[src/hw/rtl/drf_pkg.sv]
// Shared types, widths and register codes for the detection row filter.
package drf_pkg;

  // Field widths of the element stream, the results and the registers.
  localparam int VALUE_W   = 24;
  localparam int CLASS_W   = 7;
  localparam int SCORE_W   = 13;
  localparam int COORD_W   = 16;
  localparam int SIZE_W    = 15;
  localparam int SCALE_W   = 16;
  localparam int MASK_W    = 64;
  localparam int NC_W      = 8;
  localparam int POS_W     = 8;
  localparam int CFG_IDX_W = 3;
  localparam int CFG_W     = 64;

  // Row layout and class limits.
  localparam int BOX_FIELDS      = 5;
  localparam int MAX_CLASSES_DEF = 128;

  // Entries in the queue between the row tracker and the box arithmetic.
  localparam int QUEUE_DEPTH = 4;

  // Register reset values.
  localparam logic [NC_W-1:0]    NUM_CLASSES_RST = NC_W'(80);
  localparam logic [SCORE_W-1:0] THRESHOLD_RST   = SCORE_W'(2048);
  localparam logic [SCALE_W-1:0] SCALE_RST       = SCALE_W'(4096);
  localparam logic [MASK_W-1:0]  MASK_RST        = '1;

  // Register indexes of the configuration port.
  typedef enum logic [CFG_IDX_W-1:0] {
    REG_NUM_CLASSES     = 3'd0,
    REG_BOX_THRESHOLD   = 3'd1,
    REG_CLASS_THRESHOLD = 3'd2,
    REG_SCALE_X         = 3'd3,
    REG_SCALE_Y         = 3'd4,
    REG_CLASS_MASK_LOW  = 3'd5,
    REG_CLASS_MASK_HIGH = 3'd6
  } cfg_reg_t;

  // One finished row as handed from the row tracker to the arithmetic.
  typedef struct packed {
    logic [CLASS_W-1:0] best_class;
    logic [VALUE_W-1:0] best_score;
    logic [VALUE_W-1:0] objectness;
    logic [VALUE_W-1:0] center_x;
    logic [VALUE_W-1:0] center_y;
    logic [VALUE_W-1:0] width_raw;
    logic [VALUE_W-1:0] height_raw;
  } row_t;

  // Settings used by the filtering and scaling stages.
  typedef struct packed {
    logic [SCORE_W-1:0] box_threshold;
    logic [SCORE_W-1:0] class_threshold;
    logic [SCALE_W-1:0] scale_x;
    logic [SCALE_W-1:0] scale_y;
    logic [MASK_W-1:0]  class_mask_low;
    logic [MASK_W-1:0]  class_mask_high;
  } back_cfg_t;

endpackage

[src/hw/rtl/drf_queue.sv]
// Short queue of finished rows between the row tracker and the box arithmetic.
module drf_queue import drf_pkg::*; (
  input  logic clk,
  input  logic rst,
  input  logic push,
  input  row_t push_row,
  output logic full,
  input  logic pop,
  output logic pop_valid,
  output row_t pop_row
);

  localparam int PTR_W = (QUEUE_DEPTH > 1) ? $clog2(QUEUE_DEPTH) : 1;
  localparam int CNT_W = $clog2(QUEUE_DEPTH + 1);
  localparam logic [PTR_W-1:0] LAST_PTR = PTR_W'(QUEUE_DEPTH - 1);
  localparam logic [CNT_W-1:0] DEPTH_C  = CNT_W'(QUEUE_DEPTH);

  row_t             entries [QUEUE_DEPTH];
  logic [PTR_W-1:0] wr_ptr;
  logic [PTR_W-1:0] rd_ptr;
  logic [CNT_W-1:0] count;

  assign full      = (count == DEPTH_C);
  assign pop_valid = (count != '0);
  assign pop_row   = entries[rd_ptr];

  // Entry storage.
  always_ff @(posedge clk) begin
    if (push) begin
      entries[wr_ptr] <= push_row;
    end
  end

  // Pointers and fill count.
  always_ff @(posedge clk) begin
    if (rst) begin
      wr_ptr <= '0;
      rd_ptr <= '0;
      count  <= '0;
    end else begin
      if (push) begin
        wr_ptr <= (wr_ptr == LAST_PTR) ? '0 : wr_ptr + PTR_W'(1);
      end
      if (pop) begin
        rd_ptr <= (rd_ptr == LAST_PTR) ? '0 : rd_ptr + PTR_W'(1);
      end
      if (push && !pop) begin
        count <= count + CNT_W'(1);
      end else if (pop && !push) begin
        count <= count - CNT_W'(1);
      end
    end
  end

  // A pop only happens on a stored row.
  a_no_underflow: assert property (@(posedge clk) disable iff (rst)
    pop |-> pop_valid)
    else $error("queue popped while empty");

  // The fill count rises by one on a push without a pop.
  a_count_track: assert property (@(posedge clk) disable iff (rst)
    (push && !pop) |=> (count == $past(count) + CNT_W'(1)))
    else $error("queue count missed a push");

endmodule

[config.mk]
export PLATFORM = sky130hd
export DESIGN_NAME = drf_queue
export DESIGN_NICKNAME = d
export VERILOG_FILES = /design/src/hw/rtl/drf_pkg.sv /design/src/hw/rtl/drf_queue.sv
export SDC_FILE = /design/constraint.sdc
export NUM_CORES = 1
export LEC_CHECK = 0
export BUFFER_PORTS_ARGS = -buffer_cell sky130_fd_sc_hd__buf_2
export CAP_MARGIN = 40
export CORE_MARGIN = 5
export CORE_UTILIZATION = 35
export DETAILED_ROUTE_END_ITERATION = 8
export GPL_TIMING_DRIVEN = 0
export PLACE_DENSITY = 0.57
export SLEW_MARGIN = 25
export SYNTH_ARGS = -nofsm -noshare
export SYNTH_HDL_FRONTEND = slang
export SYNTH_SLANG_ARGS = --single-unit
export TNS_END_PERCENT = 50
[constraint.sdc]
create_clock -name clk -period 7.9 [get_ports clk]
set_input_delay 0.79 -clock clk [delete_from_list [all_inputs] [get_ports clk]]
set_output_delay 0.79 -clock clk [all_outputs]
set_load 0.02 [all_outputs]
==> run metrics <==
status=complete, no violations; synthesized cell area=around 22000 um^2; fin crit period=approximately 3.3 ns; Leak=slightly above 9 nW; first-pass GRT wire length=69700 um; setup TNS=0 ns; clock slew at reported path FFs=~0.06 ns; Num CTS Buffers=between 60 and 70; Setup WS post-layout=between 4 and 5 ns; Finished Layout Cells=roughly 2100; Comb power frac=0.097; setup violators final=0; final core occ=0.434; die area=68600 um^2; Final nets=1388; final WL=approximately 47000 um; largest net degree at the start of global routing=41; GP Congestion=approximately 0.70; Internal=5.75 mW; die height=262 um; chip width=between 200 and 300 um; hold depth=1; count of cell types in the netlist=17; highest clock rate=roughly 0.3 GHz; most frequent cells in the layout=edfxtp_1 (604), buf_2 (324), mux4_2 (151), clkbuf_16 (70), clkbuf_1 (22); Avg Cell Area, Syn=~27 um^2; Final Instance Area=about 27000 um^2; initial drt markers=600; Most Frequent Cell on Critical Path=buf_2; clk_skew=between 0.01 and 0.015 ns; GRT Total Usage=0.136; NetSw=about 1.7 mW; 1st-pass router iterations=4; Starting Density=0.353; final number of max-transition violations=0; DP HPWL=30300 um; element type at the critical path end=output pin; FF/Latch Area=18300 um^2; CP Max Fanout=10; Cells after DPL=between 2000 and 2500; CTS tree=done; Least-Margin Pin Slew=approximately 0.75 ns; P per Cell Area=271 nW/um^2; RSZ-0062 raised after global routing=no; vias=~10000; clock power share=0.396; Synth Net Count=slightly below 1000; vias in the first global route=10900; post-synth top area share=0.817; # DRC=0; Max VDD drop=~0.18 mV; Via density=between 4 and 5; Worst R2R Path Depth=4; antenna viol nets, final=0; number of gates resized after CTS=0; max-cap check violation count=0; Slew headroom=0.498; post-synth top area cell=edfxtp_1; Bufs on Longest Clock Path=3; DP Area=approximately 25000 um^2; Multi-input gate area=3660 um^2; Final Cycle Share=0.415; PortBufs=between 300 and 400; Worst setup SP type=flip-flop; Hold Buf Count CTS=0; cells along the critical path=buf_2, buf_2, buf_2, mux4_2, buf_2; clock sink count=slightly above 600; Core Box Area=around 63000 um^2; post-placement setup slack=a little over 5 ns; Fill cells=around 5500; antenna violations before repair=7; Worst EP required=slightly above 7 ns; WL/cell=~22 um; clock root buffer=clkbuf_16; Seq/Total Area, Yosys=0.825; WHS=approximately 0.41 ns; top cells by area, synth=edfxtp_1 (82%), mux4_2 (15%), dfxtp_1 (0.81%), buf_6 (0.56%), buf_2 (0.38%); io pins=308; # Post-CTS Setup Buffers=0; switching share of power=0.225; share of cells above drive strength 1=0.468; Worst path max stage delay=approximately 0.40 ns; row count=slightly above 90; Ys Warns=0; area grow syn2layout=23.1%; crit path DAT=about 2.5 ns; #FFs+latches synth=between 600 and 700; Hold Path Class=in -> reg; commonest non-fill, non-tap cell in the layout=edfxtp_1; R2R setup slack=between 6 and 7 ns; CP Class=reg -> out; Post-Syn Instances=approximately 830; slowest cell on the critical path=buf_2; clk_lat worst skew=roughly 0.58 ns; Flop pwr share=0.506; Overflow after GRT=0; Fin. Hold Viols=0; Tot Pwr=approximately 7.4 mW; H-Tree Depth=3
[power groups by stage]
stage	Clock, mW	Sequential [mW]	Combinational [mW]
after floorplan	0	3.84	0.429
final	2.94	3.76	0.722
after global placement	0	3.86	0.707
after detailed placement	0	3.83	0.743
after CTS	3.05	3.76	0.745
after global routing	3.19	3.77	0.777
[worst max-delay path: cells and delay by family (launching register included)]
kind                   cells  cell delay (ns)
multiplexers               1             0.36
buffers and inverters      4             1.23
flip-flops                 1             0.30
[final timing paths]
path,to,from
setup / recovery,pop_row[54],flip-flop
hold / removal,entries[0][117],push_row[117]
setup reg to reg,entries[3][67],wr_ptr[0]
hold reg to reg,count[2],count[2]
[final cells by class]
class / count / area share
sequential: 613 / 0.670
multi-input combinational: 182 / 0.134
timing repair buffer: 324 / 0.0714
clock buffer: 87 / 0.0668
tap: 846 / 0.0387
clock inverter: 31 / 0.00961
buffer: 34 / 0.00847
inverter: 4 / 0.000549
antenna: 6 / 0.000549
[flip-flops by register name, summed over array words and instances, names as in the netlist, named ones only]
name	flops
entries	604
count	3
rd_ptr	2
wr_ptr	2
[kinds of logic (layout without fill, tap and decap cells)]
kind of cell,Yosys count,in the layout,share of synthesized area
and+or+nand+nor,15,15,0.00355
muxes,155,155,0.155
adders and majority gates,7,7,0.00428
other,0,6,0
buffers and inverters,38,480,0.0111
xor gates and xnor gates,2,2,0.000789
AOI/OAI and AO/OA,3,3,0.000676
DFF,613,613,0.825
[cell usage after synthesis]
master	instances
or3_1	2
nor3b_1	2
o21ai_0	1
mux4_2	151
inv_1	4
mux2i_1	4
buf_6	11
buf_2	17
dfxtp_1	9
fa_1	1
clkbuf_1	6
nor2_1	7
ha_1	6
and2_1	4
edfxtp_1	604
xor2_1	2
a21oi_1	2
[layer usage]
| layer | up-vias | track usage | part of all wire |
|---|---|---|---|
| li1 | 4429 | - | - |
| met1 | 5354 | 0.176 | 0.41 |
| met2 | 264 | 0.216 | 0.48 |
| met3 | 80 | 0.0509 | 0.084 |
| met4 | 4 | 0.0420 | 0.019 |
| met5 | - | 0 | 0.00045 |
(Power assumes the default switching activity.)
