[config.mk]
export PLATFORM = sky130hd
export DESIGN_NAME = drf_front
export DESIGN_NICKNAME = d
export VERILOG_FILES = /design/src/hw/rtl/drf_pkg.sv /design/src/hw/rtl/drf_front.sv
export SDC_FILE = /design/constraint.sdc
export NUM_CORES = 1
export LEC_CHECK = 0
export BUFFER_PORTS_ARGS = -buffer_cell sky130_fd_sc_hd__buf_2
export CAP_MARGIN = 20
export CELL_PAD_IN_SITES_DETAIL_PLACEMENT = 0
export CELL_PAD_IN_SITES_GLOBAL_PLACEMENT = 1
export CORE_MARGIN = 2
export CORE_UTILIZATION = 35
export DETAILED_ROUTE_END_ITERATION = 10
export GPL_ROUTABILITY_DRIVEN = 0
export PLACE_DENSITY = 0.8
export SETUP_SLACK_MARGIN = 0.4
export SYNTH_ARGS = -nofsm -noshare
export SYNTH_HDL_FRONTEND = slang
export SYNTH_SLANG_ARGS = --single-unit
[constraint.sdc]
create_clock -name clk -period 4.01 [get_ports clk]
set_input_delay 0.401 -clock clk [delete_from_list [all_inputs] [get_ports clk]]
set_output_delay 0.401 -clock clk [all_outputs]
set_load 0.03 [all_outputs]
[src/hw/rtl/drf_pkg.sv]
// Shared types, widths and register codes for the detection row filter.
package drf_pkg;

  // Field widths of the element stream, the results and the registers.
  localparam int VALUE_W   = 24;
  localparam int CLASS_W   = 7;
  localparam int SCORE_W   = 13;
  localparam int COORD_W   = 16;
  localparam int SIZE_W    = 15;
  localparam int SCALE_W   = 16;
  localparam int MASK_W    = 64;
  localparam int NC_W      = 8;
  localparam int POS_W     = 8;
  localparam int CFG_IDX_W = 3;
  localparam int CFG_W     = 64;

  // Row layout and class limits.
  localparam int BOX_FIELDS      = 5;
  localparam int MAX_CLASSES_DEF = 128;

  // Entries in the queue between the row tracker and the box arithmetic.
  localparam int QUEUE_DEPTH = 4;

  // Register reset values.
  localparam logic [NC_W-1:0]    NUM_CLASSES_RST = NC_W'(80);
  localparam logic [SCORE_W-1:0] THRESHOLD_RST   = SCORE_W'(2048);
  localparam logic [SCALE_W-1:0] SCALE_RST       = SCALE_W'(4096);
  localparam logic [MASK_W-1:0]  MASK_RST        = '1;

  // Register indexes of the configuration port.
  typedef enum logic [CFG_IDX_W-1:0] {
    REG_NUM_CLASSES     = 3'd0,
    REG_BOX_THRESHOLD   = 3'd1,
    REG_CLASS_THRESHOLD = 3'd2,
    REG_SCALE_X         = 3'd3,
    REG_SCALE_Y         = 3'd4,
    REG_CLASS_MASK_LOW  = 3'd5,
    REG_CLASS_MASK_HIGH = 3'd6
  } cfg_reg_t;

  // One finished row as handed from the row tracker to the arithmetic.
  typedef struct packed {
    logic [CLASS_W-1:0] best_class;
    logic [VALUE_W-1:0] best_score;
    logic [VALUE_W-1:0] objectness;
    logic [VALUE_W-1:0] center_x;
    logic [VALUE_W-1:0] center_y;
    logic [VALUE_W-1:0] width_raw;
    logic [VALUE_W-1:0] height_raw;
  } row_t;

  // Settings used by the filtering and scaling stages.
  typedef struct packed {
    logic [SCORE_W-1:0] box_threshold;
    logic [SCORE_W-1:0] class_threshold;
    logic [SCALE_W-1:0] scale_x;
    logic [SCALE_W-1:0] scale_y;
    logic [MASK_W-1:0]  class_mask_low;
    logic [MASK_W-1:0]  class_mask_high;
  } back_cfg_t;

endpackage

[src/hw/rtl/drf_front.sv]
// Row tracker: takes elements, captures the box fields and runs the class argmax.
module drf_front import drf_pkg::*; #(
  parameter int MAX_CLASSES = MAX_CLASSES_DEF
) (
  input  logic               clk,
  input  logic               rst,
  input  logic               in_valid,
  output logic               in_ready,
  input  logic [VALUE_W-1:0] element_value,
  input  logic               restart,
  input  logic [NC_W-1:0]    num_classes,
  input  logic               q_full,
  output logic               push,
  output row_t               push_row
);

  localparam logic [POS_W-1:0] POS_CX     = POS_W'(0);
  localparam logic [POS_W-1:0] POS_CY     = POS_W'(1);
  localparam logic [POS_W-1:0] POS_W_RAW  = POS_W'(2);
  localparam logic [POS_W-1:0] POS_H_RAW  = POS_W'(3);
  localparam logic [POS_W-1:0] POS_OBJ    = POS_W'(4);
  localparam logic [POS_W-1:0] POS_SCORES = POS_W'(BOX_FIELDS);
  localparam logic [NC_W-1:0]  MAX_NC     = NC_W'(MAX_CLASSES);
  localparam logic [POS_W:0]   POS_LIMIT  = (POS_W+1)'(BOX_FIELDS + MAX_CLASSES - 1);

  logic [POS_W-1:0]   position;
  logic [VALUE_W-1:0] center_x;
  logic [VALUE_W-1:0] center_y;
  logic [VALUE_W-1:0] width_raw;
  logic [VALUE_W-1:0] height_raw;
  logic [VALUE_W-1:0] objectness;
  logic [VALUE_W-1:0] best_score;
  logic [CLASS_W-1:0] best_class;

  logic               accept;
  logic [NC_W-1:0]    nc_eff;
  logic [POS_W-1:0]   pos_cur;
  logic [POS_W-1:0]   cls;
  logic               take_new;
  logic               last_score;
  logic [VALUE_W-1:0] best_score_next;
  logic [CLASS_W-1:0] best_class_next;

  // The queue has room for a finished row whenever an element is taken.
  assign in_ready = !q_full;
  assign accept   = in_valid && in_ready;

  // Class count clamped to the supported range.
  always_comb begin
    if (num_classes == '0) begin
      nc_eff = NC_W'(1);
    end else if (num_classes > MAX_NC) begin
      nc_eff = MAX_NC;
    end else begin
      nc_eff = num_classes;
    end
  end

  // Position of this element in its row and the running argmax.
  assign pos_cur         = restart ? POS_CX : position;
  assign cls             = pos_cur - POS_SCORES;
  assign take_new        = (cls == '0) || (element_value > best_score);
  assign best_score_next = take_new ? element_value : best_score;
  assign best_class_next = take_new ? cls[CLASS_W-1:0] : best_class;
  assign last_score      = ({1'b0, cls} + (POS_W+1)'(1)) >= {1'b0, nc_eff};

  // A row is handed on at its last class score.
  assign push = accept && (pos_cur >= POS_SCORES) && last_score;

  always_comb begin
    push_row.best_class = best_class_next;
    push_row.best_score = best_score_next;
    push_row.objectness = objectness;
    push_row.center_x   = center_x;
    push_row.center_y   = center_y;
    push_row.width_raw  = width_raw;
    push_row.height_raw = height_raw;
  end

  // Row position counter.
  always_ff @(posedge clk) begin
    if (rst) begin
      position <= '0;
    end else if (accept) begin
      if ((pos_cur >= POS_SCORES) && last_score) begin
        position <= '0;
      end else begin
        position <= pos_cur + POS_W'(1);
      end
    end
  end

  // Box fields and argmax registers.
  always_ff @(posedge clk) begin
    if (rst) begin
      center_x   <= '0;
      center_y   <= '0;
      width_raw  <= '0;
      height_raw <= '0;
      objectness <= '0;
      best_score <= '0;
      best_class <= '0;
    end else if (accept) begin
      case (pos_cur)
        POS_CX: begin
          center_x <= element_value;
        end
        POS_CY: begin
          center_y <= element_value;
        end
        POS_W_RAW: begin
          width_raw <= element_value;
        end
        POS_H_RAW: begin
          height_raw <= element_value;
        end
        POS_OBJ: begin
          objectness <= element_value;
        end
        default: begin
          best_score <= best_score_next;
          best_class <= best_class_next;
        end
      endcase
    end
  end

  // The position never runs past the last score of the largest row.
  a_pos_range: assert property (@(posedge clk) disable iff (rst)
    {1'b0, position} <= POS_LIMIT)
    else $error("row position beyond last class score");

  // A finished row is only handed on when the queue has room.
  a_push_room: assert property (@(posedge clk) disable iff (rst)
    push |-> !q_full)
    else $error("row handed on while queue full");

endmodule

==> results of run 1 <==
[repair_timing]
action	CTS	global route
pin swaps	12	15
buffers inserted	12	8
gates cloned	0	2
gates resized for setup	16	97
hold buffers	0	0
setup endpoints to repair	32	35
hold endpoints to repair	0	0
[final cells by class]
class / count / area, um2 / share of cell area (%)
Tap cell: 275 / 344 / 3.45
Multi-Input combinational cell: 667 / 4170 / 41.8
Timing Repair Buffer: 232 / 1500 / 15.0
Sequential cell: 159 / 3200 / 32.1
Clock buffer: 18 / 439 / 4.40
Clock inverter: 14 / 168 / 1.68
Inverter: 38 / 155 / 1.55
[placed cells by master (no fill, tap or decap), types with 3 or more instances in the layout]
cell / count
nand2_1: 270
buf_2: 163
dfxtp_1: 147
a21oi_1: 140
nor2_1: 40
buf_4: 37
ha_1: 36
inv_1: 35
mux2i_1: 32
mux2_4: 29
buf_6: 28
clkbuf_16: 19
nand3_1: 14
nand4_1: 10
dfxtp_2: 10
o21ai_0: 9
nor3_1: 5
xnor2_1: 5
and3_1: 4
ha_4: 4
inv_8: 4
inv_6: 4
a22oi_1: 3
nor2b_1: 3
clkinv_8: 3
or3_1: 3
and4_1: 3
o31ai_1: 3
[critical path, delay by kind of cell, from the launching register on]
family | cells | cell delay, ps
buffers and inverters | 2 | 280
flip-flops | 1 | 340
AO/OA/AOI/OAI | 4 | 800
XOR/XNOR | 1 | 130
adder cells (fa/ha/maj) | 2 | 460
AND/OR/NAND/NOR | 6 | 790
[power by group]
part	switching (mW)	total (mW)	internal, mW
Clock	0.770	1.68	0.909
Combinational	0.290	0.474	0.184
Sequential	0.0108	1.61	1.60
[sequential cells by signal, summed over array words and instances, names as in the netlist]
signal / count
best_class: 7
best_score: 24
center_x: 24
center_y: 24
height_raw: 24
objectness: 24
position: 8
width_raw: 24
[stage by stage]
stage	area, um2	hold WS [ps]
finish	9980	294
global route	9980	292
CTS	9600	285
detailed placement	8860	443
global placement	8860	439
floorplan	7690	445
[worst max path at each step]
stage               depth (start not counted)   startpoint  slack [ps]           to
global placement                           17      restart         270         push
finish                                     15  position[2]         370         push
detailed placement                         17      restart         190  position[6]
CTS                                        16  position[2]         300         push
global route                               15  position[2]         240         push
floorplan                                  18      restart         400         push
[cell families (layout without fill, tap and decap cells)]
group / Yosys count / after routing / synth area share, %
simple gates: 378 / 378 / 21.3
flops: 159 / 159 / 42.1
buf+inv: 95 / 302 / 5.57
compound gates: 181 / 181 / 13.7
mux: 61 / 61 / 9.89
fa+ha+maj: 40 / 40 / 6.61
xor+xnor: 7 / 7 / 0.810
[routing by layer]
layer / up-vias / part of all wire, % / wire length, um
met2: 184 / 47 / 11200
met3: 24 / 5.6 / 1330
met5: - / 0 / 0
li1: 3469 / - / -
met4: 0 / 1.6 / 371
met1: 3259 / 46 / 10900
==> metrics.cfg, run 1 <==
[synth]
synth_nets=998
ys_types=57
synthTopCellsByCount=272 x nand2_1, 159 x dfxtp_1, 140 x a21oi_1, 43 x nor2_1, 40 x ha_1
yosysSeqAreaShare_pct=42.1
synth.most_common_cell=nand2_1
syn_avg_cell_area_um2=8.21
synthCells=921
synth-edff-count=0
ys_warn_count=0
ys.flop_type=dfxtp_1
synth_area_leaders=dfxtp_1 42%, nand2_1 13%, a21oi_1 9.3%
synthArstFlopShare_pct=0
yosys_register_bits=159
synth_top_cell_by_area=dfxtp_1
syn_area_um2=7570
yosys.area.top_type_share_pct=42.1

[cells_and_area]
finish.utilization_pct=47.3
synthToLayoutAreaGrowth_pct=31.9
layout.nets=1192
fill_cells=2107
fin_cells=1403
antenna_cells=0
layout-drive-gt1-share_pct=30.5

[critical_path]
r2r_end=position[7]
cp_cell_sequence=nor2b_4 -> ha_4 -> nor2b_4 -> nor2_2 -> a311oi_2 -> and4_1 -> nand3_2 -> xnor2_1 -> ha_1 -> buf_4 -> a211oi_4 -> o31ai_4 -> o21ai_4 -> nor2_4 -> buf_6
slowest_delay_ps=340
cp_max_fo=3
cp-end-kind=primary output
cp-start-kind=register
reg2reg_slack_ps=620
crit_top_cell=nor2b_4
worst-setup-path-type=register to primary output
crit_required_ps=3610
cp_slowest_cell=dfxtp_2
r2r_start=position[2]
cp.arrival_ps=3240
rr_worst_depth=16

[grt]
antenna_found_initial=0
grt_max_degree=61
grt_pass1_wl_um=34900
grtUsageMet2_pct=32.3
grt_pass1_vias=6233
use_met3_pct=5.30
grt-ovfl-total=0
gr-usage-met1_pct=26.5
grt.total_usage_pct=20.0
top_usage_layer=met2

[sta]
rsz0062_at_grt=true
relSlewSlack_pct=26.8
timing.final.ws_setup_ps=371
maxSlewViolCount=0
fin_tns_setup_ps=0
clock_skew_ps=13.2
period_minus_slack_ps=3640
post-route-period-util_pct=90.7
fmax_mhz=275
setup_violations=0
hold_viol_final=0
worst_slew_pin_slew_ps=1100

[die]
coreArea_um2=21100
io_pins=190
start_util_pct=35.9
die_w_um=151
die_h_um=151
die_area_um2=22800
rows=53

[placement]
io_buffers=189
dp_cells=1349
hpwl_um=16200
place_ws_ps=193

[min_path]
min-delay-start=element_value[14]
hp-class=primary input to register
whs_path_depth=3
hold_end=width_raw[14]

[route]
wl_per_cell_um=16.9
drt_iter0_drc=282
drc_errors=0
firstDrtPassIters=6
wl_um=23800
avgViaCountPerCell=4.94
drt.antenna.violating_nets=0
routed-via-count=6936

[power]
ir_drop_mv=0.279
leakagePower_nw=4.43
p_total_mw=3.76
power.density_nw_per_um2=377

[run_status]
status=finished clean

[clock_tree]
h-tree-depth=4
cts_root_buf=clkbuf_16
path_clk_slew_ps=70
cts_buffer_depth=2
tritoncts=done
cts_num_sinks=159
worst_skew_pair.late_latency_ps=430
cts_made_buffers=17

[flow_run]
cap_violations=0

Note: power is estimated with default switching activity, not from simulation.
==> inputs of run 2 (changes only) <==
PLACE_DENSITY = unset   (was 0.8)
PLACE_DENSITY_LB_ADDON = 0.1   (was unset)
==> metrics.cfg, run 2 (synthesized netlist as in run 1, its figures left out) <==
[sta]
hold_slack_ps=303
relSlewSlack_pct=31.0
setup_violations=0
rsz0062_at_grt=true
period_minus_slack_ps=3680
hold_viol_final=0
fin_tns_setup_ps=0
clock_skew_ps=19.9
maxSlewViolCount=0
timing.final.ws_setup_ps=326
post-route-period-util_pct=91.9
worst_slew_pin_slew_ps=1040
fmax_mhz=271

[critical_path]
critPathCapture=push
r2r_end=position[6]
cp.depth=15
cp_cell_sequence=nor2b_4 -> ha_4 -> nor2b_4 -> nor2_2 -> a311oi_2 -> and4_1 -> nand3_1 -> xnor2_1 -> ha_1 -> buf_6 -> a211oi_4 -> o31ai_4 -> o21ai_4 -> nor2_4 -> buf_6
worstSetupStartpoint=position[2]
rr_worst_depth=17
cp_slowest_cell=dfxtp_4
cpLargestDelayFamily=compound AO/OA/AOI/OAI gates
r2r_start=position[2]
cp.arrival_ps=3280
reg2reg_slack_ps=470
cp-end-kind=primary output
cp-start-kind=register
crit_required_ps=3610
crit_buf_inv=2
worst-setup-path-type=register to primary output
cp_max_fo=5
slowest_delay_ps=370

[route]
wl_um=24600
firstDrtPassIters=5
drt_iter0_drc=328
wl_per_cell_um=17.6
avgViaCountPerCell=4.88
drt.antenna.violating_nets=0
routed-via-count=6823
drc_errors=0

[clock_tree]
cts_buffer_depth=2
path_clk_slew_ps=70
h-tree-depth=4
cts_num_sinks=159
worst_skew_pair.late_latency_ps=440
postCtsHoldBufs=0
cts_root_buf=clkbuf_16
cts_made_buffers=17
tritoncts=done

[power]
p_int_mw=2.57
p_total_mw=3.58
combPwrFrac_pct=12.4
power.density_nw_per_um2=370
ir_drop_mv=0.264
power.switching_mw=1.01
p_seq_share_pct=44.8
p_clk_share_pct=42.8
p_sw_share_pct=28.2
leakagePower_nw=4.31

[die]
die_area_um2=22800
start_util_pct=35.9
die_h_um=151
io_pins=190
coreArea_um2=21100
rows=53
die_w_um=151

[cells_and_area]
antenna_cells=0
layout.nets=1186
layout_commonest_cell=nand2_1
fin_cells=1397
finish.utilization_pct=45.9
layout-drive-gt1-share_pct=29.5
synthToLayoutAreaGrowth_pct=27.9
final_cell_mix=270 x nand2_1, 185 x buf_2, 150 x dfxtp_1
final_area_um2=9680
fill_cells=2186

[grt]
grt_max_degree=81
antenna_found_initial=0
grt_pass1_wl_um=36900
grt-ovfl-total=0
grt_pass1_vias=6240
grt.total_usage_pct=21.4

[flow_run]
cap_violations=0

[placement]
place_area_um2=8900
dp_cells=1353
place_ws_ps=136
io_buffers=189
hpwl_um=17100

[min_path]
hp-class=primary input to register

[run_status]
status=finished clean

## run 2: how the worst min path moves through the flow
stage	from	to	slack, ps	cells after the start
after CTS	element_value[6]	height_raw[6]	290	3
after global placement	objectness[18]	objectness[18]	440	2
after global routing	element_value[6]	height_raw[6]	310	3
after floorplan	best_class[6]	best_class[6]	440	2
after detailed placement	height_raw[19]	height_raw[19]	440	2
final	element_value[6]	height_raw[6]	300	3
## run 2: repair_timing
item / 4_1_cts / 5_1_grt
endpoints found under the setup margin: 32 / 35
resized for setup: 16 / 20
setup buffers: 7 / 4
gates cloned: 0 / 1
hold endpoints to repair: 0 / 0
pin swaps: 11 / 15
## run 2: area by class of cell
class | instances | area, um2 | area share, %
multi-input cells | 667 | 4130 | 42.7
flip-flops and latches | 159 | 3200 | 33.1
repair buffers | 226 | 1300 | 13.4
clock buffers | 19 | 443 | 4.58
well taps | 275 | 344 | 3.55
inverters | 38 | 155 | 1.60
clock inverters | 13 | 106 | 1.10
## run 2: power by group through the flow
stage	clock network [mW]	registers [mW]	logic [mW]
after floorplan	0	1.67	0.243
after global placement	0	1.64	0.423
after detailed placement	0	1.64	0.422
after CTS	1.57	1.61	0.432
after global routing	1.64	1.61	0.477
final	1.53	1.61	0.443
## run 2: tightest hold or removal path: cells and delay by family
| kind | cells | cell delay [ps] |
|---|---|---|
| AO/OA/AOI/OAI | 1 | 50 |
| buffers and inverters | 1 | 170 |
| AND/OR/NAND/NOR | 1 | 70 |
## run 2: metal layers
layer,vias up,track usage [%],wire length [um]
li1,3460,-,-
met1,3167,30.0,11800
met2,176,32.6,10900
met3,20,5.63,1590
met4,0,5.51,301
met5,-,0,0
